--- src/spf_pkg.sv ---
// Shared types and constants for the smallest-prime-factor sieve factorizer.
// Used by every module of the block; depends on nothing.
package spf_pkg;

  // values at or above this limit are answered as having no factor
  localparam int unsigned VALUE_LIMIT = 65536;
  // a 16-bit value never needs more table entries than this
  localparam int unsigned TABLE_DEPTH = 65536;
  localparam int unsigned TABLE_SPAN  = (VALUE_LIMIT < TABLE_DEPTH) ? VALUE_LIMIT : TABLE_DEPTH;

  localparam int unsigned VALUE_W = 16;
  localparam int unsigned ADDR_W  = $clog2(TABLE_DEPTH);
  localparam int unsigned DATA_W  = 16;
  // sieve primes stop below sqrt(span) <= 256, so nine bits hold up to 256
  localparam int unsigned OUTER_W = 9;
  localparam int unsigned SQ_W    = 2 * OUTER_W;
  // multiples may step one prime past the top of the table
  localparam int unsigned INNER_W = ADDR_W + 1;
  localparam int unsigned DIV_CNT_W = $clog2(VALUE_W);

  // table port request
  typedef struct packed {
    logic              we;
    logic [ADDR_W-1:0] waddr;
    logic [DATA_W-1:0] wdata;
    logic [ADDR_W-1:0] raddr;
  } spf_ram_req_t;

  // table build sequencer
  typedef enum logic [2:0] {
    BUILD_FILL,
    BUILD_OUTER_RD,
    BUILD_OUTER_CHK,
    BUILD_INNER_RD,
    BUILD_INNER_CHK,
    BUILD_DONE
  } build_state_e;

  // factoring sequencer
  typedef enum logic [1:0] {
    FACT_IDLE,
    FACT_WAIT_P,
    FACT_DIV,
    FACT_CHECK
  } fact_state_e;

endpackage

--- src/spf_sieve.sv ---
// Table builder: identity fill, then the sieve of Eratosthenes.
// Depends on spf_pkg; drives the table port until the table is ready.
module spf_sieve (
  input  logic                        clk_i,
  input  logic                        rst_ni,
  input  logic [spf_pkg::DATA_W-1:0]  rdata_i,
  output spf_pkg::spf_ram_req_t       req_o,
  output logic                        ready_o
);

  spf_pkg::build_state_e          state_q, state_d;
  logic [spf_pkg::ADDR_W-1:0]     fill_q, fill_d;
  logic [spf_pkg::OUTER_W-1:0]    outer_q, outer_d;
  logic [spf_pkg::INNER_W-1:0]    inner_q, inner_d;
  logic [spf_pkg::SQ_W-1:0]       sq;
  logic                           sq_done;
  logic                           inner_done;
  logic                           outer_prime;
  logic                           inner_unmarked;

  // loop bounds and table compares
  always_comb begin
    sq             = outer_q * outer_q;
    sq_done        = sq >= spf_pkg::SQ_W'(spf_pkg::TABLE_SPAN);
    inner_done     = inner_q >= spf_pkg::INNER_W'(spf_pkg::TABLE_SPAN);
    outer_prime    = rdata_i == spf_pkg::DATA_W'(outer_q);
    inner_unmarked = rdata_i == spf_pkg::DATA_W'(inner_q[spf_pkg::ADDR_W-1:0]);
  end

  // next state
  always_comb begin
    state_d = state_q;
    case (state_q)
      spf_pkg::BUILD_FILL: begin
        if (fill_q == {spf_pkg::ADDR_W{1'b1}}) state_d = spf_pkg::BUILD_OUTER_RD;
      end
      spf_pkg::BUILD_OUTER_RD: begin
        state_d = sq_done ? spf_pkg::BUILD_DONE : spf_pkg::BUILD_OUTER_CHK;
      end
      spf_pkg::BUILD_OUTER_CHK: begin
        state_d = outer_prime ? spf_pkg::BUILD_INNER_RD : spf_pkg::BUILD_OUTER_RD;
      end
      spf_pkg::BUILD_INNER_RD: begin
        state_d = inner_done ? spf_pkg::BUILD_OUTER_RD : spf_pkg::BUILD_INNER_CHK;
      end
      spf_pkg::BUILD_INNER_CHK: state_d = spf_pkg::BUILD_INNER_RD;
      spf_pkg::BUILD_DONE:      state_d = spf_pkg::BUILD_DONE;
      default:                  state_d = spf_pkg::BUILD_FILL;
    endcase
  end

  // table port and loop counters
  always_comb begin
    fill_d      = fill_q;
    outer_d     = outer_q;
    inner_d     = inner_q;
    req_o.we    = 1'b0;
    req_o.waddr = fill_q;
    req_o.wdata = spf_pkg::DATA_W'(fill_q);
    req_o.raddr = inner_q[spf_pkg::ADDR_W-1:0];
    case (state_q)
      spf_pkg::BUILD_FILL: begin
        req_o.we = 1'b1;
        fill_d   = fill_q + 1'b1;
      end
      spf_pkg::BUILD_OUTER_RD: begin
        req_o.raddr = spf_pkg::ADDR_W'(outer_q);
      end
      spf_pkg::BUILD_OUTER_CHK: begin
        if (outer_prime) begin
          inner_d = sq[spf_pkg::INNER_W-1:0];
        end else begin
          outer_d = outer_q + 1'b1;
        end
      end
      spf_pkg::BUILD_INNER_RD: begin
        if (inner_done) outer_d = outer_q + 1'b1;
      end
      spf_pkg::BUILD_INNER_CHK: begin
        // mark only multiples that no smaller prime has claimed
        req_o.we    = inner_unmarked;
        req_o.waddr = inner_q[spf_pkg::ADDR_W-1:0];
        req_o.wdata = spf_pkg::DATA_W'(outer_q);
        inner_d     = inner_q + spf_pkg::INNER_W'(outer_q);
      end
      default: begin
      end
    endcase
  end

  always_ff @(posedge clk_i or negedge rst_ni) begin
    if (!rst_ni) begin
      state_q <= spf_pkg::BUILD_FILL;
      fill_q  <= '0;
      outer_q <= spf_pkg::OUTER_W'(2);
      inner_q <= '0;
    end else begin
      state_q <= state_d;
      fill_q  <= fill_d;
      outer_q <= outer_d;
      inner_q <= inner_d;
    end
  end

  assign ready_o = state_q == spf_pkg::BUILD_DONE;

  // the table is never written once factoring may use it
  assert property (@(posedge clk_i) disable iff (!rst_ni)
    ready_o |-> !req_o.we)
    else $error("table write after build finished");

endmodule
--- config.mk ---
export PLATFORM = sky130hd
export DESIGN_NAME = spf_sieve
export DESIGN_NICKNAME = d
export VERILOG_FILES = /design/src/spf_pkg.sv /design/src/spf_sieve.sv
export SDC_FILE = /design/constraint.sdc
export NUM_CORES = 1
export LEC_CHECK = 0
export ABC_AREA = 1
export BUFFER_PORTS_ARGS = -buffer_cell sky130_fd_sc_hd__buf_4
export CORE_MARGIN = 2
export CORE_UTILIZATION = 30
export CTS_BUF_LIST = sky130_fd_sc_hd__clkbuf_8
export DETAILED_ROUTE_END_ITERATION = 16
export PLACE_DENSITY = 0.55
export SYNTH_ARGS = -nofsm -noshare
export SYNTH_HDL_FRONTEND = slang
export SYNTH_SLANG_ARGS = --single-unit
--- constraint.sdc ---
create_clock -name clk_i -period 10.19 [get_ports clk_i]
set_input_delay 1.019 -clock clk_i [delete_from_list [all_inputs] [get_ports clk_i]]
set_output_delay 1.019 -clock clk_i [all_outputs]
set_load 0.02 [all_outputs]
* Yosys cells after proc, flatten, opt, wreduce, memory -nomap -nowiden
Cells that the tools add are included.
Storage, ports and cells: output and inout bits 50, flip-flop bits (word level) 45, bits of input ports 18, word-level logic and storage cells 40
Cells by class: reduce and logical (&&, ||, !) cells 5, multipliers 1, equal/unequal tests 12, order comparisons 2, multiplexer cells 13, $add $sub $neg 3
Operators with widths (count):
- $pmux W17 S2 | 1
- $mux W32 | 1
- $ge A18 B17 Y1 const B | 1
- $mul A9 B9 Y18 | 1
- $mux W9 | 2
- $pmux W3 S6 | 1
- $pmux W9 S2 | 1
- $add A17 B9 Y17 | 1
- $ge A17 B17 Y1 const B | 1
- $mux W17 | 1
- $add A16 B1 Y16 const B | 1
- $eq A16 B16 Y1 | 1
- $eq A16 B16 Y1 const B | 1
- $eq A16 B9 Y1 | 1
- $mux W16 | 1
- $add A9 B1 Y9 const B | 1
- $mux W3 | 3
- $ne A2 B2 Y1 const B | 4
- $eq A3 B2 Y1 const B | 2
- $eq A3 B3 Y1 const B | 2
- $reduce_bool A2 Y1 | 2
- $eq A3 B1 Y1 const B | 1
- $logic_not A3 Y1 | 1
- $reduce_and A3 Y1 | 1
- 3 further kinds | 3

* Logic depth before layout (Yosys ltp)
Gate-level depths: netlist of run 1.
depth after elaboration 4, mapped depth 23, gate-level depth less buffers 22

* Worst setup path after synthesis of run 1
OpenSTA, ideal clock, no wires.
path kind reg-to-reg, start register outer_q[1] (netlist bit), end register state_q[0], setup slack 5.919 ns, stages on the path, launching flop included 19, arrival time 4.157 ns, library setup time 0.113 ns, period minus slack after synthesis 4.271 ns, path through dfstp_2 > buf_2 > nand2_1 > fa_1 > inv_1 > fa_1 > inv_1 > fa_1 > fa_1 > inv_1 > ha_1 > nand2_1 > nand3_1 > nand3_1 > nand4_1 > nand2_1 > nand3_1 > nand2_1 > inv_1
Between the ends: cells in the longest elaborated chain, start to end 4
RTL lines:
- start, declared | RTL line spf_sieve.sv:13 | logic [spf_pkg::OUTER_W-1:0] outer_q, outer_d;
- start signal, assigned | RTL line spf_sieve.sv:95 | outer_q <= spf_pkg::OUTER_W'(2);
- start signal, assigned | RTL line spf_sieve.sv:100 | outer_q <= outer_d;
- $mul A9 B9 Y18 | RTL line spf_sieve.sv:23 | sq = outer_q * outer_q;
- $ge A18 B17 Y1 | RTL line spf_sieve.sv:24 | sq_done = sq >= spf_pkg::SQ_W'(spf_pkg::TABLE_SPAN);
- $mux W3 | RTL line spf_sieve.sv:38 | state_d = sq_done ? spf_pkg::BUILD_DONE : spf_pkg::BUILD_OUTER_CHK;
- $pmux W3 S6 | RTL line spf_sieve.sv:33 | case (state_q)
- end signal, assigned | RTL line spf_sieve.sv:93 | state_q <= spf_pkg::BUILD_FILL;
- end signal, assigned | RTL line spf_sieve.sv:98 | state_q <= state_d;
- end, declared | RTL line spf_sieve.sv:11 | spf_pkg::build_state_e state_q, state_d;
No other way between the ends. A chain may end at the register's enable or synchronous reset.

* Worst setup path in the final report of run 1
start register outer_q[5] (netlist bit), end register state_q[0]
The elaborated chain is that of the path after synthesis.

==> results of run 1 <==
how the worst max path moves through the flow:
stage	from	end	slack (ns)	depth (start not counted)
after floorplan	outer_q[1]	state_q[0]	5.92	18
after global placement	outer_q[5]	state_q[0]	5.32	19
after detailed placement	outer_q[5]	state_q[0]	5.38	19
after CTS	outer_q[5]	state_q[0]	5.33	19
after global routing	outer_q[5]	state_q[0]	4.97	19
final	outer_q[5]	state_q[0]	5.33	19
sequential cells by signal (all words and copies together) (netlist names):
signal / cells
inner_q: 17
fill_q: 16
outer_q: 9
state_q: 3
power groups by stage:
| stage | Combinational, mW | Clock (mW) | Sequential (mW) |
|---|---|---|---|
| after floorplan | 0.733 | 0 | 0.275 |
| after global placement | 1.03 | 0 | 0.345 |
| after detailed placement | 1.03 | 0 | 0.344 |
| after CTS | 1.04 | 0.124 | 0.341 |
| after global routing | 1.17 | 0.131 | 0.354 |
| final | 1.04 | 0.122 | 0.342 |
cell type report:
type                       count  area, um^2  area share
clock buffer                   6        82.6      0.0120
tap                          270         338      0.0490
timing repair buffer          68         510      0.0741
clock inverter                 1        7.51     0.00109
inverter                     198         743       0.108
sequential                    45        1130       0.164
multi-input combinational    673        4080       0.592
routing by layer:
layer,vias up,global-route usage
met5,-,0
met4,0,0.0583
met3,25,0.0138
met2,139,0.322
met1,2733,0.250
li1,2954,-
stage by stage:
| stage | utilization | setup WS, ns |
|---|---|---|
| 6_report | 0.344 | 5.33 |
| 5_1_grt | 0.344 | 4.97 |
| 4_1_cts | 0.344 | 5.33 |
| 3_5_place_dp | 0.339 | 5.38 |
| 3_3_place_gp | 0.339 | 5.32 |
| 2_1_floorplan | - | 5.92 |
cell usage in the layout, fill, tap and decap left out:
| cell | netlist | layout |
|---|---|---|
| inv_2 | 2 | 2 |
| and3_1 | 1 | 1 |
| nor3_1 | 16 | 15 |
| xnor2_1 | 9 | 9 |
| nand3_1 | 55 | 55 |
| a31o_2 | 1 | 1 |
| nand4_1 | 17 | 17 |
| a21oi_1 | 16 | 16 |
| inv_1 | 196 | 196 |
| o21ai_0 | 51 | 51 |
| ha_1 | 46 | 46 |
| o21bai_1 | 5 | 5 |
| o22ai_1 | 1 | 1 |
| xor2_1 | 35 | 35 |
| o211ai_1 | 3 | 3 |
| or2_2 | 4 | 4 |
| nand3b_1 | 1 | 1 |
| nand3_2 | 1 | 1 |
| dfstp_2 | 1 | 1 |
| nor2_4 | 1 | 1 |
| buf_4 | 2 | 68 |
| and2_1 | 5 | 5 |
| nand2_1 | 277 | 277 |
| nor2_2 | 2 | 2 |
| fa_1 | 36 | 36 |
| clkbuf_8 | 0 | 6 |
| dfrtp_1 | 44 | 44 |
| nand2_4 | 1 | 1 |
| a21o_1 | 4 | 4 |
| nand2_2 | 2 | 2 |
| nor2_1 | 81 | 81 |
| nor3_2 | 2 | 3 |
| clkinvlp_4 | 0 | 1 |
cells by family (layout without fill, tap and decap cells):
family / after synthesis / after routing
simple gates: 466 / 466
buf+inv: 224 / 273
fa+ha+maj: 82 / 82
compound gates: 81 / 81
flops: 45 / 45
xor+xnor: 44 / 44
==> flow_summary.yaml, run 1 <==
min_path:
  holdPathEnd: "fill_q[13]"
  whs_path_depth: 1
  min_from: "fill_q[13]"
  hold_path_class: "reg -> reg"
sta:
  setup_viol_count_final: 0
  max_freq_ghz: 0.206
  maxSlewHeadroom: 0.289
  whs_ns: 0.503
  slew_viol_final: 0
  fin_crit_sh: 0.477
  hold_viol_final: 0
  finalCriticalPeriod_ns: 4.86
  worst_pin_slew_ns: 1.06
  rsz0062_at_grt: "no"
  skew_ns: 0.00968
  finalSetupTns_ns: 0
floorplanning:
  rows: 52
  start_util: 0.303
  dieHeight_um: 146
  fp.coreArea_mm2: 0.0200
  dieArea_mm2: 0.0214
  die_w_um: 146
  io-pin-count: 68
critical_path:
  crit_fanout: 15
  reg2reg_slack_ns: 5.33
  crit_path_start_kind: "flip-flop"
  crit_chain: "nand2_1, fa_1, inv_1, fa_1, fa_1, inv_1, fa_1, inv_1, ha_1, nand2_1, nor2_1, and2_1, nand2_1, nand2_1, nand2_1, nand2_1, nand3_1, nand2_1, inv_1"
  path_buf_inv: 4
  max_stage_delay_ns: 0.78
  reg2reg_from: "outer_q[5]"
  end_kind: "flip-flop"
  crit_arrival_ns: 5.07
  critPathRequiredTime_ns: 10.40
  timing.rr.end: "state_q[0]"
  worstSetupPathType: "reg -> reg"
  cpMostUsedCell: "nand2_1"
  cp_top_family: "adder cells"
  reg2regPathDepth: 19
  cp_slowest_cell: "dfrtp_1"
yosys:
  yosys.area_share.adder: 0.213
  ys_top_cells_by_count: "nand2_1 (277), inv_1 (196), nor2_1 (81)"
  synthSimpleGateAreaFrac: 0.321
  synth.largest_area_cell: "dfrtp_1"
  ys_warn_count: 0
  netlist_area_mm2: 0.00608
  synth_top_cell_area_share: 0.181
  yosysMostFrequentCell: "nand2_1"
  synth_edf_count: 0
  synth_cell_type_count: 35
  synth_compound_area_frac: 0.0725
  synth_xor_area_frac: 0.0634
  seq_area_frac_synth: 0.186
  synthMuxAreaShare: 0
  syn_inst: 942
  synth_nets: 1042
  synth-async-reset-ratio: 1.00
  ys_ff_latch: 45
  syn_area_per_cell_um2: 6.45
  synth_top_family_by_area: "simple AND/OR/NAND/NOR gates"
  yosys-top-cells-area: "dfrtp_1 (18%), nand2_1 (17%), inv_1 (12%)"
  synthFlopType: "dfrtp_1"
route:
  dr_wl_met2_mm: 9.39
  wl_met1_mm: 8.83
  drc: 0
  drt-initial-drc-count: 363
  viasPerCell: 4.64
  vias: 5851
  wl_met3_um: 664
  wl_mm: 19.4
  drtAntennaViolNets: 0
  routedWlPerCell_um: 15.4
  top_layer: "met4"
  dr.pass1.iters: 4
power:
  p_clk_frac: 0.082
  power_leakage_nw: 4.06
  combPwrFrac: 0.691
  seq_power_share: 0.228
  switching_share: 0.570
  ir_drop_mv: 0.0957
  cellPowerDensity_mw_per_mm2: 218
  p_total_mw: 1.50
  internal_power_mw: 0.646
  power_switching_mw: 0.855
clock_network:
  postCtsSetupBuffers: 0
  htree_levels: 2
  cts_root_buffer: "clkbuf_8"
  cts_max_path_buffers: 2
  cts_hold_buf: 0
  cts_tree: "yes"
  cts_buffers: 5
  postCtsResizedCells: 0
  cts.clk_slew.worst_paths_ns: 0.09
  cts_sinks: 45
  clock_latency_ns: 0.31
place:
  hpwl_mm: 15.9
  placed_area_mm2: 0.00680
  gp_congestion: 0.945
  port_buffers: 67
  placed_cells: 1254
layout:
  fillers: 2246
  diodes: 0
  drive_above_1_share: 0.0938
  stdcell_count: 1261
  design_area_mm2: 0.00689
  syn_to_final_growth_pct: 13.4
  fin_nets: 1091
grt:
  globalRouteOverflowTotal: 0
  antenna_found_initial: 0
  grt_first_pass_wirelength_mm: 31.5
  grt_usage: 0.187
  grt_max_degree: 48
  grt_pass1_vias: 5703
job:
  drv_cap: 0
run_status:
  status: "complete, no violations"
Power figures use the tool's default switching activity.
==> inputs of run 2 (changes only) <==
Settings changed: PLACE_DENSITY 0.55 to 0.57.
Clock period 10.19 ns to 4.35 ns, I/O delays scaled along.
==> run 2 against run 1 <==
  * Global-route usage decreased by 0.16 points
  * Largest cell class unchanged
  * Critical path depth decreased by 2
  * Largest power group unchanged
  * Flip-flop and latch count unchanged
  * Cell area increased by 4.4%
  * Worst setup slack got worse by 5.1 ns
  * Clock skew increased by 0.0030 ns
  * Critical path type unchanged
  * Combinational power increased by 150%
  * Via count increased by 0.96%
==> flow_summary.yaml, run 2 (same netlist as run 1, synthesis figures left out) <==
critical_path:
  cp_slowest_cell: "dfstp_2"
  path_depth: 17
  crit_arrival_ns: 4.40
  crit_path_start_kind: "flip-flop"
  end_kind: "flip-flop"
  cp_top_family: "adder cells"
  reg2regPathDepth: 17
  path_buf_inv: 3
  crit_chain: "nand2_1, fa_1, inv_1, fa_1, inv_1, fa_1, fa_1, inv_1, ha_4, nand2_1, nand3_2, nand2_1, nand3b_1, nand3_1, nand2_1, nor2_1, nor2_1"
  critPathRequiredTime_ns: 4.59
  crit_fanout: 5
  max_stage_delay_ns: 0.62
  worstSetupPathType: "reg -> reg"
clock_network:
  cts_max_path_buffers: 2
  cts_root_buffer: "clkbuf_8"
  cts.clk_slew.worst_paths_ns: 0.11
  htree_levels: 2
  cts_tree: "yes"
  cts_sinks: 45
  cts_hold_buf: 0
  cts_buffers: 5
  clock_latency_ns: 0.33
min_path:
  hold_path_class: "in -> async"
route:
  vias: 5907
  routedWlPerCell_um: 15.1
  drc: 0
  drtAntennaViolNets: 0
  wl_mm: 19.3
  dr.pass1.iters: 5
  viasPerCell: 4.61
  drt-initial-drc-count: 395
sta:
  finalCriticalPeriod_ns: 4.16
  worst_pin_slew_ns: 0.759
  hold_viol_final: 0
  maxSlewHeadroom: 0.493
  whs_ns: 0.110
  finalSetupTns_ns: 0
  skew_ns: 0.0126
  slew_viol_final: 0
  setup_slack_ns: 0.187
  rsz0062_at_grt: "yes"
  max_freq_ghz: 0.240
  fin_crit_sh: 0.957
  setup_viol_count_final: 0
place:
  gp_congestion: 0.934
  hpwl_mm: 16.0
  dp_slack_ns: 0.0207
  port_buffers: 67
  placed_cells: 1272
  placed_area_mm2: 0.00693
grt:
  antenna_found_initial: 0
  globalRouteOverflowTotal: 0
  grt_max_degree: 46
  grt_usage: 0.185
  grt_first_pass_wirelength_mm: 30.9
  grt_pass1_vias: 5800
layout:
  utilization: 0.359
  drive_above_1_share: 0.142
  reg.largest.list: "inner_q (17), fill_q (16), outer_q (9)"
  multi_input_area_mm2: 0.00421
  fin_nets: 1111
  design_area_mm2: 0.00719
  diodes: 0
  top_register: "inner_q"
  layout_common_cells: "nand2_1 (271), inv_1 (194), buf_4 (87)"
  fillers: 2238
  stdcell_count: 1282
  largest_register_ff_count: 17
  regArea_mm2: 0.00113
  syn_to_final_growth_pct: 18.3
  layout_commonest_cell: "nand2_1"
floorplanning:
  start_util: 0.303
  rows: 52
  dieHeight_um: 146
  io-pin-count: 68
  dieArea_mm2: 0.0214
  die_w_um: 146
  fp.coreArea_mm2: 0.0200
power:
  cellPowerDensity_mw_per_mm2: 503
  power_leakage_nw: 4.16
  p_total_mw: 3.61
  ir_drop_mv: 0.212
job:
  drv_cap: 0
run_status:
  status: "complete, no violations"
[run 2: worst reg2reg max path, cell delays in order (launching register included)]
cell and delay [ns]:
dfstp_2 0.62, nand2_1 0.12, fa_1 0.56, inv_1 0.07, fa_1 0.50, inv_1 0.05, fa_1 0.46, fa_1 0.54
inv_1 0.07, ha_4 0.26, nand2_1 0.10, nand3_2 0.13, nand2_1 0.12, nand3b_1 0.08, nand3_1 0.16, nand2_1 0.08
nor2_1 0.11, nor2_1 0.04
[run 2: what timing repair did]
action	CTS	global route
endpoints found under the setup margin	0	12
setup buffers	0	2
endpoints found under the hold margin	0	0
gates resized for setup	0	34
[run 2: worst paths after layout]
check	start	end	slack, ns
min in group clk_i	fill_q[11]	fill_q[11]	0.50
min	rst_ni	inner_q[3]	0.11
max reg2reg	outer_q[1]	inner_q[10]	0.19
max in group asynchronous	rst_ni	outer_q[8]	3.77
max	outer_q[1]	inner_q[10]	0.19
min reg2reg	fill_q[11]	fill_q[11]	0.50
[run 2: cell type report]
class,instances,area share
Clock buffer,5,0.00957
Clock inverter,3,0.00348
Inverter,198,0.103
Multi-Input combinational cell,673,0.585
Sequential cell,45,0.158
Tap cell,270,0.0470
Timing Repair Buffer,88,0.0936
[run 2: metal layers]
layer  track usage  part of all wire
met3        0.0247             0.044
met5             0                 0
met4        0.0689             0.036
met1         0.243              0.45
met2         0.312              0.47
[run 2: power by group]
group	switching, mW	internal (mW)	leakage [nW]
logic	1.65	0.949	3.56
clock network	0.184	0.117	0.0447
registers	0.181	0.538	0.556
total	2.01	1.60	4.16
