[src/spf_pkg.sv]
// Shared types and constants for the smallest-prime-factor sieve factorizer.
// Used by every module of the block; depends on nothing.
package spf_pkg;

  // values at or above this limit are answered as having no factor
  localparam int unsigned VALUE_LIMIT = 65536;
  // a 16-bit value never needs more table entries than this
  localparam int unsigned TABLE_DEPTH = 65536;
  localparam int unsigned TABLE_SPAN  = (VALUE_LIMIT < TABLE_DEPTH) ? VALUE_LIMIT : TABLE_DEPTH;

  localparam int unsigned VALUE_W = 16;
  localparam int unsigned ADDR_W  = $clog2(TABLE_DEPTH);
  localparam int unsigned DATA_W  = 16;
  // sieve primes stop below sqrt(span) <= 256, so nine bits hold up to 256
  localparam int unsigned OUTER_W = 9;
  localparam int unsigned SQ_W    = 2 * OUTER_W;
  // multiples may step one prime past the top of the table
  localparam int unsigned INNER_W = ADDR_W + 1;
  localparam int unsigned DIV_CNT_W = $clog2(VALUE_W);

  // table port request
  typedef struct packed {
    logic              we;
    logic [ADDR_W-1:0] waddr;
    logic [DATA_W-1:0] wdata;
    logic [ADDR_W-1:0] raddr;
  } spf_ram_req_t;

  // table build sequencer
  typedef enum logic [2:0] {
    BUILD_FILL,
    BUILD_OUTER_RD,
    BUILD_OUTER_CHK,
    BUILD_INNER_RD,
    BUILD_INNER_CHK,
    BUILD_DONE
  } build_state_e;

  // factoring sequencer
  typedef enum logic [1:0] {
    FACT_IDLE,
    FACT_WAIT_P,
    FACT_DIV,
    FACT_CHECK
  } fact_state_e;

endpackage

[src/spf_divider.sv]
// Restoring divider, one quotient bit per cycle.
// Depends on spf_pkg for widths. Divisor must hold steady while active.
module spf_divider (
  input  logic                        clk_i,
  input  logic                        rst_ni,
  input  logic                        start_i,
  input  logic [spf_pkg::VALUE_W-1:0] dividend_i,
  input  logic [spf_pkg::VALUE_W-1:0] divisor_i,
  output logic                        done_o,
  output logic [spf_pkg::VALUE_W-1:0] quotient_o
);

  logic                           active_q, active_d;
  logic                           done_q, done_d;
  logic [spf_pkg::DIV_CNT_W-1:0]  cnt_q, cnt_d;
  logic [spf_pkg::VALUE_W-1:0]    rem_q, rem_d;
  logic [spf_pkg::VALUE_W-1:0]    quo_q, quo_d;
  logic [spf_pkg::VALUE_W:0]      trial;

  // one shift-subtract step
  always_comb begin
    trial    = {rem_q, quo_q[spf_pkg::VALUE_W-1]} - {1'b0, divisor_i};
    active_d = active_q;
    done_d   = 1'b0;
    cnt_d    = cnt_q;
    rem_d    = rem_q;
    quo_d    = quo_q;
    if (start_i) begin
      active_d = 1'b1;
      cnt_d    = '0;
      rem_d    = '0;
      quo_d    = dividend_i;
    end else if (active_q) begin
      if (trial[spf_pkg::VALUE_W]) begin
        rem_d = {rem_q[spf_pkg::VALUE_W-2:0], quo_q[spf_pkg::VALUE_W-1]};
        quo_d = {quo_q[spf_pkg::VALUE_W-2:0], 1'b0};
      end else begin
        rem_d = trial[spf_pkg::VALUE_W-1:0];
        quo_d = {quo_q[spf_pkg::VALUE_W-2:0], 1'b1};
      end
      cnt_d = cnt_q + 1'b1;
      if (cnt_q == spf_pkg::DIV_CNT_W'(spf_pkg::VALUE_W - 1)) begin
        active_d = 1'b0;
        done_d   = 1'b1;
      end
    end
  end

  // control state
  always_ff @(posedge clk_i or negedge rst_ni) begin
    if (!rst_ni) begin
      active_q <= 1'b0;
      done_q   <= 1'b0;
      cnt_q    <= '0;
    end else begin
      active_q <= active_d;
      done_q   <= done_d;
      cnt_q    <= cnt_d;
    end
  end

  // datapath
  always_ff @(posedge clk_i) begin
    rem_q <= rem_d;
    quo_q <= quo_d;
  end

  assign done_o     = done_q;
  assign quotient_o = quo_q;

  // done follows the last step of a division
  assert property (@(posedge clk_i) disable iff (!rst_ni)
    $fell(active_q) && !$past(start_i) |-> done_q)
    else $error("divider finished without done");

endmodule

[config.mk]
export PLATFORM = sky130hd
export DESIGN_NAME = spf_divider
export DESIGN_NICKNAME = d
export VERILOG_FILES = /design/src/spf_pkg.sv /design/src/spf_divider.sv
export SDC_FILE = /design/constraint.sdc
export NUM_CORES = 1
export LEC_CHECK = 0
export ABC_AREA = 1
export BUFFER_PORTS_ARGS = -buffer_cell sky130_fd_sc_hd__buf_2
export CORE_UTILIZATION = 51
export DETAILED_ROUTE_END_ITERATION = 6
export PLACE_DENSITY_LB_ADDON = 0.3
export SLEW_MARGIN = 20
export SYNTH_ARGS = -nofsm -noshare
export SYNTH_HDL_FRONTEND = slang
export SYNTH_SLANG_ARGS = --single-unit
[constraint.sdc]
create_clock -name clk_i -period 1.9 [get_ports clk_i]
set_input_delay 0.285 -clock clk_i [delete_from_list [all_inputs] [get_ports clk_i]]
set_output_delay 0.285 -clock clk_i [all_outputs]
set_load 0.005 [all_outputs]
* Yosys cells after proc, flatten, opt, wreduce, memory -nomap -nowiden
Index checks and enable logic that the tools add are counted.
Operators by class: multiplexer cells 12, $add $sub $neg 2, reduce and logical (&&, ||, !) cells 1, eq/ne operators 1
Operator list (count):
- two-way mux 16 bit | 3
- subtractor 17 x 16 -> 17 bit | 1
- two-way mux 4 bit | 2
- two-way mux 1 bit | 7
- adder 4 x 1 -> 4 bit, second input constant | 1
- == test 4 bit, second input constant | 1
- nonzero test 2 bit | 1
Word-level totals: register bits 38, output and inout bits 17, logic and storage cells 21

* Logic depth before layout (Yosys ltp)
Gate-level depths: netlist (run 1).
word-level depth 4, gate-level depth with buffers 16, depth with buffers taken out 16

* Worst setup path after synthesis (run 1)
OpenSTA, ideal clock, no wires.
path kind reg-to-reg, start register quo_q, in the netlist quotient_o[15], end register quo_q, in the netlist quotient_o[0], data pin, slack -195 ps, stages on the path, launching flop included 15, arrival 1826 ps, cells stage by stage edfxtp_1 -> inv_1 -> ha_1 -> fa_1 -> inv_1 -> nand2_1 -> nand2_1 -> nand3_1 -> nand2_1 -> nand2_2 -> nand2_1 -> nand2_1 -> nand2_4 -> buf_6 -> o21ai_0
Between the ends: longest elaborated chain between the ends 4
Ends and longest elaborated chain:
- start, declared | RTL line spf_divider.sv:17 | logic [spf_pkg::VALUE_W-1:0] quo_q, quo_d;
- start signal, assigned | RTL line spf_divider.sv:65 | quo_q <= quo_d;
- subtractor 17 x 16 -> 17 bit | RTL line spf_divider.sv:22 | trial = {rem_q, quo_q[spf_pkg::VALUE_W-1]} - {1'b0, divisor_i};
- two-way mux 1 bit | RTL line spf_divider.sv:34 | if (trial[spf_pkg::VALUE_W]) begin
- two-way mux 16 bit | RTL line spf_divider.sv:33 | end else if (active_q) begin
- two-way mux 16 bit | RTL line spf_divider.sv:28 | if (start_i) begin
- via quo_d, one bit | RTL line spf_divider.sv:17
The timed path passes the listed nets, and every way through them passes these cells. The select of a mux whose other input is x is not followed. A chain may end at the register's enable or synchronous reset.

* Worst setup path after layout (run 1)
start register quo_q, in the netlist quotient_o[15], end register rem_q[15] (netlist name)
Between the ends: longest elaborated chain between the ends 2
Ends and longest elaborated chain:
- subtractor 17 x 16 -> 17 bit | RTL line spf_divider.sv:22
- two-way mux 16 bit | RTL line spf_divider.sv:34
- end signal, assigned | RTL line spf_divider.sv:64 | rem_q <= rem_d;
- end, declared | RTL line spf_divider.sv:16 | logic [spf_pkg::VALUE_W-1:0] rem_q, rem_d;
No other way between the ends.

==> results of run 1 <==
kinds of logic after synthesis:
family	Yosys count	synth area share, %
AND/OR/NAND/NOR	264	38.5
buffers and inverters	94	13.3
flip-flops	38	34.2
AO/OA/AOI/OAI	19	3.55
adder cells (fa/ha/maj)	18	8.36
XOR/XNOR	7	2.20
layout make-up:
type	instances	area, µm²
clock buffer	5	68.8
clock inverter	3	63.8
fill	425	1510
inverter	87	327
multi-input combinational	311	1690
sequential	38	951
tap	70	87.6
timing repair buffer	80	479
critical path, cell delays in order, from the launching register on:
cell and delay (ps):
edfxtp_1 370, inv_2 60, ha_4 160, fa_2 350, inv_2 60, nand2_2 40, nand2_2 80, nand3_2 80
nand2_4 110, nand2_8 90, nand2_8 100, nand2_8 80, buf_6 140, nand3_1 70, nand2_1 60, o21ai_1 170
synthesized netlist by cell type:
cell      count
nor3_1        3
ha_1         17
clkinv_1      1
xor2_1        3
inv_1        86
nor2_2        2
buf_2         1
a21oi_1      10
nand3_1      29
or2_1         1
clkbuf_1      4
nand2_4       1
and3_1        1
nand4_1       4
xnor2_1       4
buf_6         2
a21oi_2       1
nor4_1        1
o21ai_0       8
or2_2         1
dfxtp_1      16
nand2_1     202
edfxtp_1     16
and2_1        1
dfrtp_1       6
fa_1          1
nand2_2       2
nor2_1       16
sequential cells by signal, summed over array words and instances (netlist names):
signal and count:
active_q 1, cnt_q 4, done_o 1, quotient_o 16
rem_q 16
metrics by stage:
step | cell area [µm²] | setup TNS [ps] | utilization [%] | worst slack [ps] | power (mW)
6_report | 3660 | -1690 | 70.8 | -198 | 5.05
5_1_grt | 3660 | -3620 | 70.8 | -311 | 5.39
4_1_cts | 3570 | -782 | 69.1 | -69.3 | 4.78
3_5_place_dp | 3310 | -2490 | 63.9 | -192 | 3.66
3_3_place_gp | 3310 | -1490 | 63.9 | -112 | 3.58
2_1_floorplan | 2800 | -1210 | - | -115 | 2.90
metal layers:
metal,wire length (µm),vias to the layer above,global-route usage (%)
li1,-,1505,-
met1,3230,1326,34.1
met2,3720,111,42.5
met3,370,19,4.37
met4,166,0,9.47
met5,0,-,0
timing repair:
item                                    in CTS  in global routing
endpoints found under the setup margin      17                 17
pin swaps                                    9                  8
endpoints found under the hold margin        6                  0
resized for setup                           21                 16
buffers inserted                             0                  1
gates cloned                                 3                  0
hold buffers                                 1                  0
worst min-delay path by stage:
stage                  from        to  cells past startpoint
floorplan            rst_ni  active_q                      0
global placement     rst_ni  cnt_q[2]                      1
global route        start_i    done_o                      2
detailed placement   rst_ni  cnt_q[2]                      1
CTS                 start_i    done_o                      2
finish              start_i    done_o                      2
report_power, final:
part | switching, mW | internal [mW]
registers | 0.167 | 1.05
clock network | 0.304 | 0.520
logic | 1.80 | 1.21
total | 2.27 | 2.78
==> impl_metrics.json, run 1 <==
{
  "rsz0062_at_grt": "true",
  "clk_path_buf_depth": 2,
  "ant_nets": 0,
  "r2r_end": "rem_q[15]",
  "cts.sinks": 38,
  "setup_ws_ps": -198,
  "fmax_mhz": 477,
  "skew_ps": 9.20,
  "syn_area_um2": 2780,
  "drive_gt1_share_pct": 22.5,
  "reg2reg_slack_ps": -200,
  "antenna_found_initial": 0,
  "synthTopCellsByArea": "nand2_1, edfxtp_1, inv_1",
  "rr_worst_depth": 15,
  "slew_violations": 0,
  "ys_ff_latch": 38,
  "drc": 0,
  "hold_viol": 0,
  "top_level_ports": 52,
  "cts_buffers": 5,
  "vias_per_cell": 4.98,
  "status": "complete, but fails checks",
  "whs_ps": 227,
  "dp_cells": 581,
  "critPathKind": "flop to flop",
  "arrival_ps": 2320,
  "core-area_um2": 5170,
  "clkLatencyLatePin_ps": 300,
  "period_needed_ps": 2100,
  "end_kind": "flop",
  "yosysSeqAreaShare_pct": 34.2,
  "drv_cap": 0,
  "area_delta_synth_final_pct": 31.6,
  "path_max_fanout": 3,
  "layout_commonest_cell": "nand2_1",
  "vias": 2961,
  "layout_common_cells": "nand2_1, inv_1, buf_2",
  "track_usage_pct": 25.8,
  "synth_top_area_share_pct": 27.2,
  "hpwl_um": 5030,
  "yosys.area.top_type": "nand2_1",
  "rows": 26,
  "yosysWarnings": 0,
  "ir_drop_mv": 0.833,
  "wl_per_cell_um": 12.6,
  "relSlewSlack_pct": 57.3,
  "nets": 576,
  "synth_cells": 440,
  "antennaDiodeCount": 0,
  "clk_pin_slew_worst_paths_ps": 80,
  "timing.rr.start": "quotient_o[15]",
  "die_x_um": 75.9,
  "hold_class": "primary input to flop",
  "violations": "negative setup slack",
  "first_global_vias": 2548,
  "drtPass1Iterations": 5,
  "cts_root_buffer": "clkbuf_8",
  "synth.distinct_cells": 28,
  "grt_pass1_wl_um": 11000,
  "worstMarginPinSlew_ps": 639,
  "htreeDepth": 2,
  "dieArea_um2": 5760,
  "period_share_pct": 110,
  "setup.worst_path.end": "rem_q[15]",
  "p_leak_nw": 2.12,
  "port_buffers": 51,
  "startpoint_type": "flop",
  "gp_congestion": 0.831,
  "grt_max_degree": 20,
  "wl_um": 7490,
  "cp-startpoint": "quotient_o[15]",
  "syn_area_per_cell_um2": 6.33,
  "crit_required_ps": 2120,
  "powerDensity_nw_per_um2": 1380,
  "setup_viol": 17,
  "initial_core_util_pct": 53.8,
  "grt_overflow": 0,
  "tritoncts": "done",
  "drtIter0Drc": 208,
  "die_y_um": 75.9,
  "syn_nets": 493,
  "instances_no_fill": 594
}
No activity file was read; power rests on OpenSTA's default activity.
==> inputs of run 2 (changes only) <==
--- a/config.mk
+++ b/config.mk
@@ -5,10 +5,11 @@
 export SDC_FILE = /design/constraint.sdc
 export NUM_CORES = 1
 export LEC_CHECK = 0
-export ABC_AREA = 1
+export ABC_AREA = 0
 export BUFFER_PORTS_ARGS = -buffer_cell sky130_fd_sc_hd__buf_2
-export CORE_UTILIZATION = 51
+export CORE_UTILIZATION = 50
 export DETAILED_ROUTE_END_ITERATION = 6
+export GPL_TIMING_DRIVEN = 1
 export PLACE_DENSITY_LB_ADDON = 0.3
 export SLEW_MARGIN = 20
 export SYNTH_ARGS = -nofsm -noshare
==> run 2 against run 1 <==
  * The run still ends with negative setup slack left
  * Routed wire length rose by 17%
  * Worst hold slack improved by 61 ps
  * Cell count fell by 17%
  * Largest power group unchanged
  * Highest routed layer unchanged
==> impl_metrics.json, run 2 <==
{
  "yosysWarnings": 0,
  "end_kind": "flop",
  "synth_edf_count": 16,
  "rr_worst_depth": 11,
  "yosysSeqAreaShare_pct": 35.7,
  "core-area_um2": 5110,
  "utilization_pct": 78.3,
  "drive_gt1_share_pct": 47.2,
  "htreeDepth": 2,
  "grt_pass1_wl_um": 12900,
  "rows": 26,
  "layout_common_cells": "buf_4, buf_2, nor2_1",
  "synth_top_area_share_pct": 18.1,
  "syn_area_um2": 2660,
  "port_buffers": 51,
  "timing.rr.start": "quotient_o[15]",
  "rsz0062_at_grt": "true",
  "clk_path_buf_depth": 2,
  "min_to": "quotient_o[0]",
  "die_x_um": 75.0,
  "whs_path_depth": 3,
  "ir_drop_mv": 0.696,
  "setup_ws_ps": -577,
  "clk_pin_slew_worst_paths_ps": 90,
  "drtIter0Drc": 237,
  "setup_viol": 17,
  "r2r_end": "rem_q[9]",
  "antenna_found_initial": 0,
  "skew_ps": 13.7,
  "tritoncts": "done",
  "hpwl_um": 5320,
  "drc": 0,
  "multiInputGateArea_um2": 1850,
  "nets": 474,
  "cp_slowest_stage_delay_ps": 380,
  "cpMaxStageDelayCell": "edfxtp_1",
  "hold_class": "primary input to flop",
  "status": "complete, but fails checks",
  "cts_root_buffer": "clkbuf_8",
  "synth_cells": 294,
  "ys_ff_latch": 38,
  "vias": 2943,
  "postPlaceCellArea_um2": 3470,
  "hold_viol": 0,
  "cts.sinks": 38,
  "synthArstFlopShare_pct": 15.8,
  "worstMarginPinSlew_ps": 703,
  "yosysMostFrequentCell": "nor2_1",
  "layout_commonest_cell": "buf_4",
  "gp_congestion": 0.854,
  "nFillCells": 311,
  "syn_nets": 347,
  "wl_per_cell_um": 17.8,
  "grt_overflow": 0,
  "period_share_pct": 130,
  "synth_ff_type": "edfxtp_1",
  "clkLatencyLatePin_ps": 300,
  "cts_buffers": 5,
  "drv_cap": 0,
  "critPathKind": "flop to flop",
  "drtPass1Iterations": 5,
  "violations": "negative setup slack",
  "wl_um": 8740,
  "path_max_fanout": 5,
  "slew_violations": 0,
  "startpoint_type": "flop",
  "arrival_ps": 2650,
  "relSlewSlack_pct": 53.1,
  "first_global_vias": 2799,
  "ant_nets": 0,
  "synthTopCellsByCount": "nor2_1, inv_1, a21oi_1, o21ai_0",
  "yosys.area.top_type": "edfxtp_1",
  "track_usage_pct": 30.9,
  "reg2reg_slack_ps": -580,
  "antennaDiodeCount": 0,
  "die_y_um": 75.0,
  "crit_required_ps": 2080,
  "fmax_mhz": 404,
  "top_level_ports": 52,
  "grt_max_degree": 33,
  "crit_top_cell": "buf_6",
  "finalSetupTns_ps": -8650,
  "crit_path_cell_trace": "inv_2 > ha_4 > fa_2 > nand2b_4 > a21o_4 > a211oi_4 > buf_6 > o22ai_4 > buf_6 > o41ai_4 > a31oi_1",
  "synthTopCellsByArea": "edfxtp_1, dfxtp_1, ha_1",
  "vias_per_cell": 5.98,
  "period_needed_ps": 2480,
  "area_delta_synth_final_pct": 50.4,
  "dieArea_um2": 5620,
  "initial_core_util_pct": 52.1,
  "p_leak_nw": 1.87,
  "powerDensity_nw_per_um2": 1360,
  "final_area_um2": 4000,
  "holdCritStartpoint": "dividend_i[0]",
  "seqCellArea_um2": 952,
  "syn_area_per_cell_um2": 9.05,
  "synth.distinct_cells": 55
}
[run 2: changes by cell type in the layout (fill, tap and decap cells not counted), moves of 6 or more]
cell      change
nor2_1        +8
nand2_2       -8
buf_4        +44
nand2_8       -7
nand2_1     -174
buf_6         +8
inv_1        -63
o211ai_1      +6
o21ai_0       +9
nand3_1      -18
mux2_2       +15
and3_1        +8
[run 2: stage by stage]
step	cells	hold WS (ps)	power (mW)	setup WS (ps)
after global routing	492	301	5.70	-686
after global placement	469	109	3.73	-554
final	492	288	5.44	-577
after detailed placement	469	113	3.78	-678
after floorplan	294	-10.6	2.70	-496
after CTS	488	281	5.00	-491
[run 2: where the power goes]
group	switching (mW)	internal (mW)
Clock	0.302	0.520
Sequential	0.139	1.06
Combinational	1.70	1.73
[run 2: how the worst max path moves through the flow]
stage,cells past startpoint,to,from,slack [ps]
detailed placement,9,quotient_o[0],quotient_o[15],-680
floorplan,10,rem_q[1],quotient_o[15],-500
global route,11,rem_q[11],quotient_o[15],-690
global placement,9,quotient_o[0],divisor_i[0],-550
finish,11,rem_q[9],quotient_o[15],-580
CTS,11,rem_q[9],quotient_o[15],-490
[run 2: metal layers]
metal	routed length, µm	track usage (%)	share of wire (%)
met3	574	5.89	6.6
met4	421	16.4	4.8
met5	0	0	0
met1	3420	35.4	39
met2	4320	54.4	49
[run 2: cell families (layout without fill, tap and decap cells)]
group	count (synthesis)	after routing	share of synthesized area (%)
compound gates	91	92	23.6
mux	16	16	6.72
fa+ha+maj	18	18	8.74
simple gates	85	85	15.9
buf+inv	35	162	5.69
flops	38	38	35.7
xor+xnor	11	11	3.62
[run 2: cell type report]
| type | count | share of cell area, % |
|---|---|---|
| well taps | 70 | 2.19 |
| repair buffers | 132 | 22.5 |
| inverters | 22 | 2.06 |
| clock inverters | 3 | 1.59 |
| multi-input cells | 222 | 46.2 |
| clock buffers | 5 | 1.72 |
| flip-flops and latches | 38 | 23.8 |
[run 2: critical path: cells and delay by family (launching register included)]
kind                       cells  cell delay [ps]
AOI/OAI and AO/OA              5              940
adders and majority gates      2              500
DFF                            1              380
buffers and inverters          3              380
and+or+nand+nor                1              150
[run 2: repair_timing]
action | 4_1_cts | 5_1_grt
setup endpoints to repair | 17 | 17
pin swaps | 13 | 13
endpoints found under the hold margin | 6 | 0
hold buffers | 1 | 0
resized for setup | 36 | 23
gates cloned | 2 | 0
setup buffers | 9 | 4
==> inputs of run 3 (changes only) <==
--- a/config.mk
+++ b/config.mk
@@ -7,7 +7,8 @@
 export LEC_CHECK = 0
 export ABC_AREA = 0
 export BUFFER_PORTS_ARGS = -buffer_cell sky130_fd_sc_hd__buf_2
-export CORE_UTILIZATION = 50
+export CORE_UTILIZATION = 62
+export CTS_BUF_LIST = sky130_fd_sc_hd__clkbuf_2 sky130_fd_sc_hd__clkbuf_4 sky130_fd_sc_hd__clkbuf_8
 export DETAILED_ROUTE_END_ITERATION = 6
 export GPL_TIMING_DRIVEN = 1
 export PLACE_DENSITY_LB_ADDON = 0.3
==> constraint.sdc (replaced) <==
create_clock -name clk_i -period 3.2 [get_ports clk_i]
set_input_delay 0.48 -clock clk_i [delete_from_list [all_inputs] [get_ports clk_i]]
set_output_delay 0.48 -clock clk_i [all_outputs]
set_load 0.005 [all_outputs]
==> run 3 against run 2 <==
  * The run now ends clean
  * Sequential cell count did not move
  * Cell count fell by 20%
  * Total power fell by 59%
  * Utilization fell by 3.1 points
  * Worst hold slack improved by 170 ps
  * Register-to-register slack improved by 1100 ps
  * Cell area fell by 24%
  * Sequential share of layout area rose by 7.4 points
  * Sequential power fell by 40%
  * Die area fell by 19%
  * Clock power fell by 57%
  * Largest cell class unchanged
  * Highest routed layer unchanged
==> impl_metrics.json, run 3 (synthesized netlist as in run 2, its figures left out) <==
{
  "setup_viol": 0,
  "cts_root_buffer": "clkbuf_8",
  "grt_overflow": 0,
  "worstMarginPinSlew_ps": 675,
  "period_share_pct": 84.1,
  "slew_violations": 0,
  "rows": 23,
  "drive_gt1_share_pct": 25.1,
  "crit_required_ps": 3390,
  "route.met3.wl_um": 411,
  "maxUsedRoutingLayer": "met4",
  "path_max_fanout": 7,
  "antenna_found_initial": 0,
  "finalSetupTns_ps": 0,
  "utilization_pct": 75.2,
  "hold_viol": 0,
  "skew_ps": 15.6,
  "hold_class": "primary input to flop",
  "power.internal_mw": 1.29,
  "drtIter0Drc": 164,
  "vias_per_cell": 6.29,
  "switching_share_pct": 41.5,
  "drtPass1Iterations": 5,
  "grt_pass1_wl_um": 10300,
  "critPathKind": "flop to flop",
  "wl_met1_um": 2800,
  "tritoncts": "done",
  "power_mw": 2.21,
  "drc": 0,
  "rsz0062_at_grt": "false",
  "wl_um": 6460,
  "ir_drop_mv": 0.454,
  "startpoint_type": "flop",
  "p_sw_mw": 0.917,
  "powerDensity_nw_per_um2": 724,
  "clk_path_buf_depth": 2,
  "combPwrFrac_pct": 51.5,
  "initial_core_util_pct": 65.6,
  "wl_met2_um": 3160,
  "port_buffers": 51,
  "antennaDiodeCount": 0,
  "hpwl_um": 4680,
  "cts_setup_buffers": 0,
  "clkLatencyLatePin_ps": 310,
  "gp_congestion": 0.800,
  "area_delta_synth_final_pct": 14.7,
  "first_global_vias": 2242,
  "arrival_ps": 2880,
  "layout_common_cells": "buf_2, nor2_1, inv_1",
  "die_x_um": 67.5,
  "end_kind": "flop",
  "setup_ws_ps": 510,
  "fmax_mhz": 372,
  "top_level_ports": 52,
  "core-area_um2": 4060,
  "nets": 398,
  "pwr-share-clk_pct": 16.0,
  "ant_nets": 0,
  "p_leak_nw": 1.40,
  "vias": 2489,
  "dieArea_um2": 4560,
  "cts_buffers": 5,
  "grt_max_degree": 33,
  "period_needed_ps": 2690,
  "clk_pin_slew_worst_paths_ps": 90,
  "htreeDepth": 2,
  "cts.sinks": 38,
  "status": "completed",
  "track_usage_pct": 30.3,
  "seqPwrFrac_pct": 32.5,
  "nFillCells": 309,
  "dp_slack_ps": 346,
  "layout_commonest_cell": "buf_2",
  "relSlewSlack_pct": 54.6,
  "wl_per_cell_um": 16.3,
  "drv_cap": 0,
  "die_y_um": 67.5
}
-- run 3: critical path: stages, from the launching register on --
cell and delay (ps):
edfxtp_1 350, inv_1 60, ha_1 200, fa_1 390, nand2b_1 190, a21o_2 230, a211oi_2 270, o22a_1 320
nand2_1 220, o311a_1 340
-- run 3: what timing repair did --
action | in CTS | in global routing
hold endpoints to repair | 6 | 0
resized for setup | 0 | 0
hold buffers | 1 | 0
-- run 3: power groups by stage --
stage | Combinational, mW | Sequential, mW | Clock, mW
floorplan | 0.866 | 0.696 | 0
finish | 1.14 | 0.718 | 0.353
detailed placement | 1.10 | 0.721 | 0
global placement | 1.07 | 0.717 | 0
CTS | 1.12 | 0.713 | 0.354
global route | 1.26 | 0.729 | 0.370
-- run 3: layer usage --
layer  GRT usage, %  vias to the layer above
met4           9.31                        0
met5              0                        -
met3           6.08                       10
met2           50.6                      107
met1           39.2                     1172
li1               -                     1200
-- run 3: stage by stage --
stage | std cells | instance area, µm² | hold slack (ps)
after floorplan | 294 | 2660 | 184
after detailed placement | 387 | 2950 | 305
after global placement | 387 | 2950 | 304
after global routing | 396 | 3050 | 466
final | 396 | 3050 | 455
after CTS | 396 | 3050 | 457
-- run 3: cell type report --
type	count	area [µm²]	share of cell area (%)
multi-input combinational	221	1560	51.1
sequential	38	951	31.1
tap	50	62.6	2.05
inverter	22	82.6	2.70
timing repair buffer	57	303	9.92
clock buffer	6	82.6	2.70
clock inverter	2	12.5	0.410
-- run 3: final timing paths --
| kind | startpoint | endpoint | slack (ps) | depth (start not counted) |
|---|---|---|---|---|
| worst max-delay path | quotient_o[15] | rem_q[5] | 510 | 9 |
| worst min-delay path | dividend_i[0] | quotient_o[0] | 460 | 3 |
| worst max register to register | quotient_o[15] | rem_q[5] | 510 | 9 |
| worst min register to register | rem_q[2] | rem_q[3] | 520 | 2 |
| max in group asynchronous | rst_ni | cnt_q[0] | 2540 | 2 |
| min in group asynchronous | rst_ni | active_q | 530 | 2 |
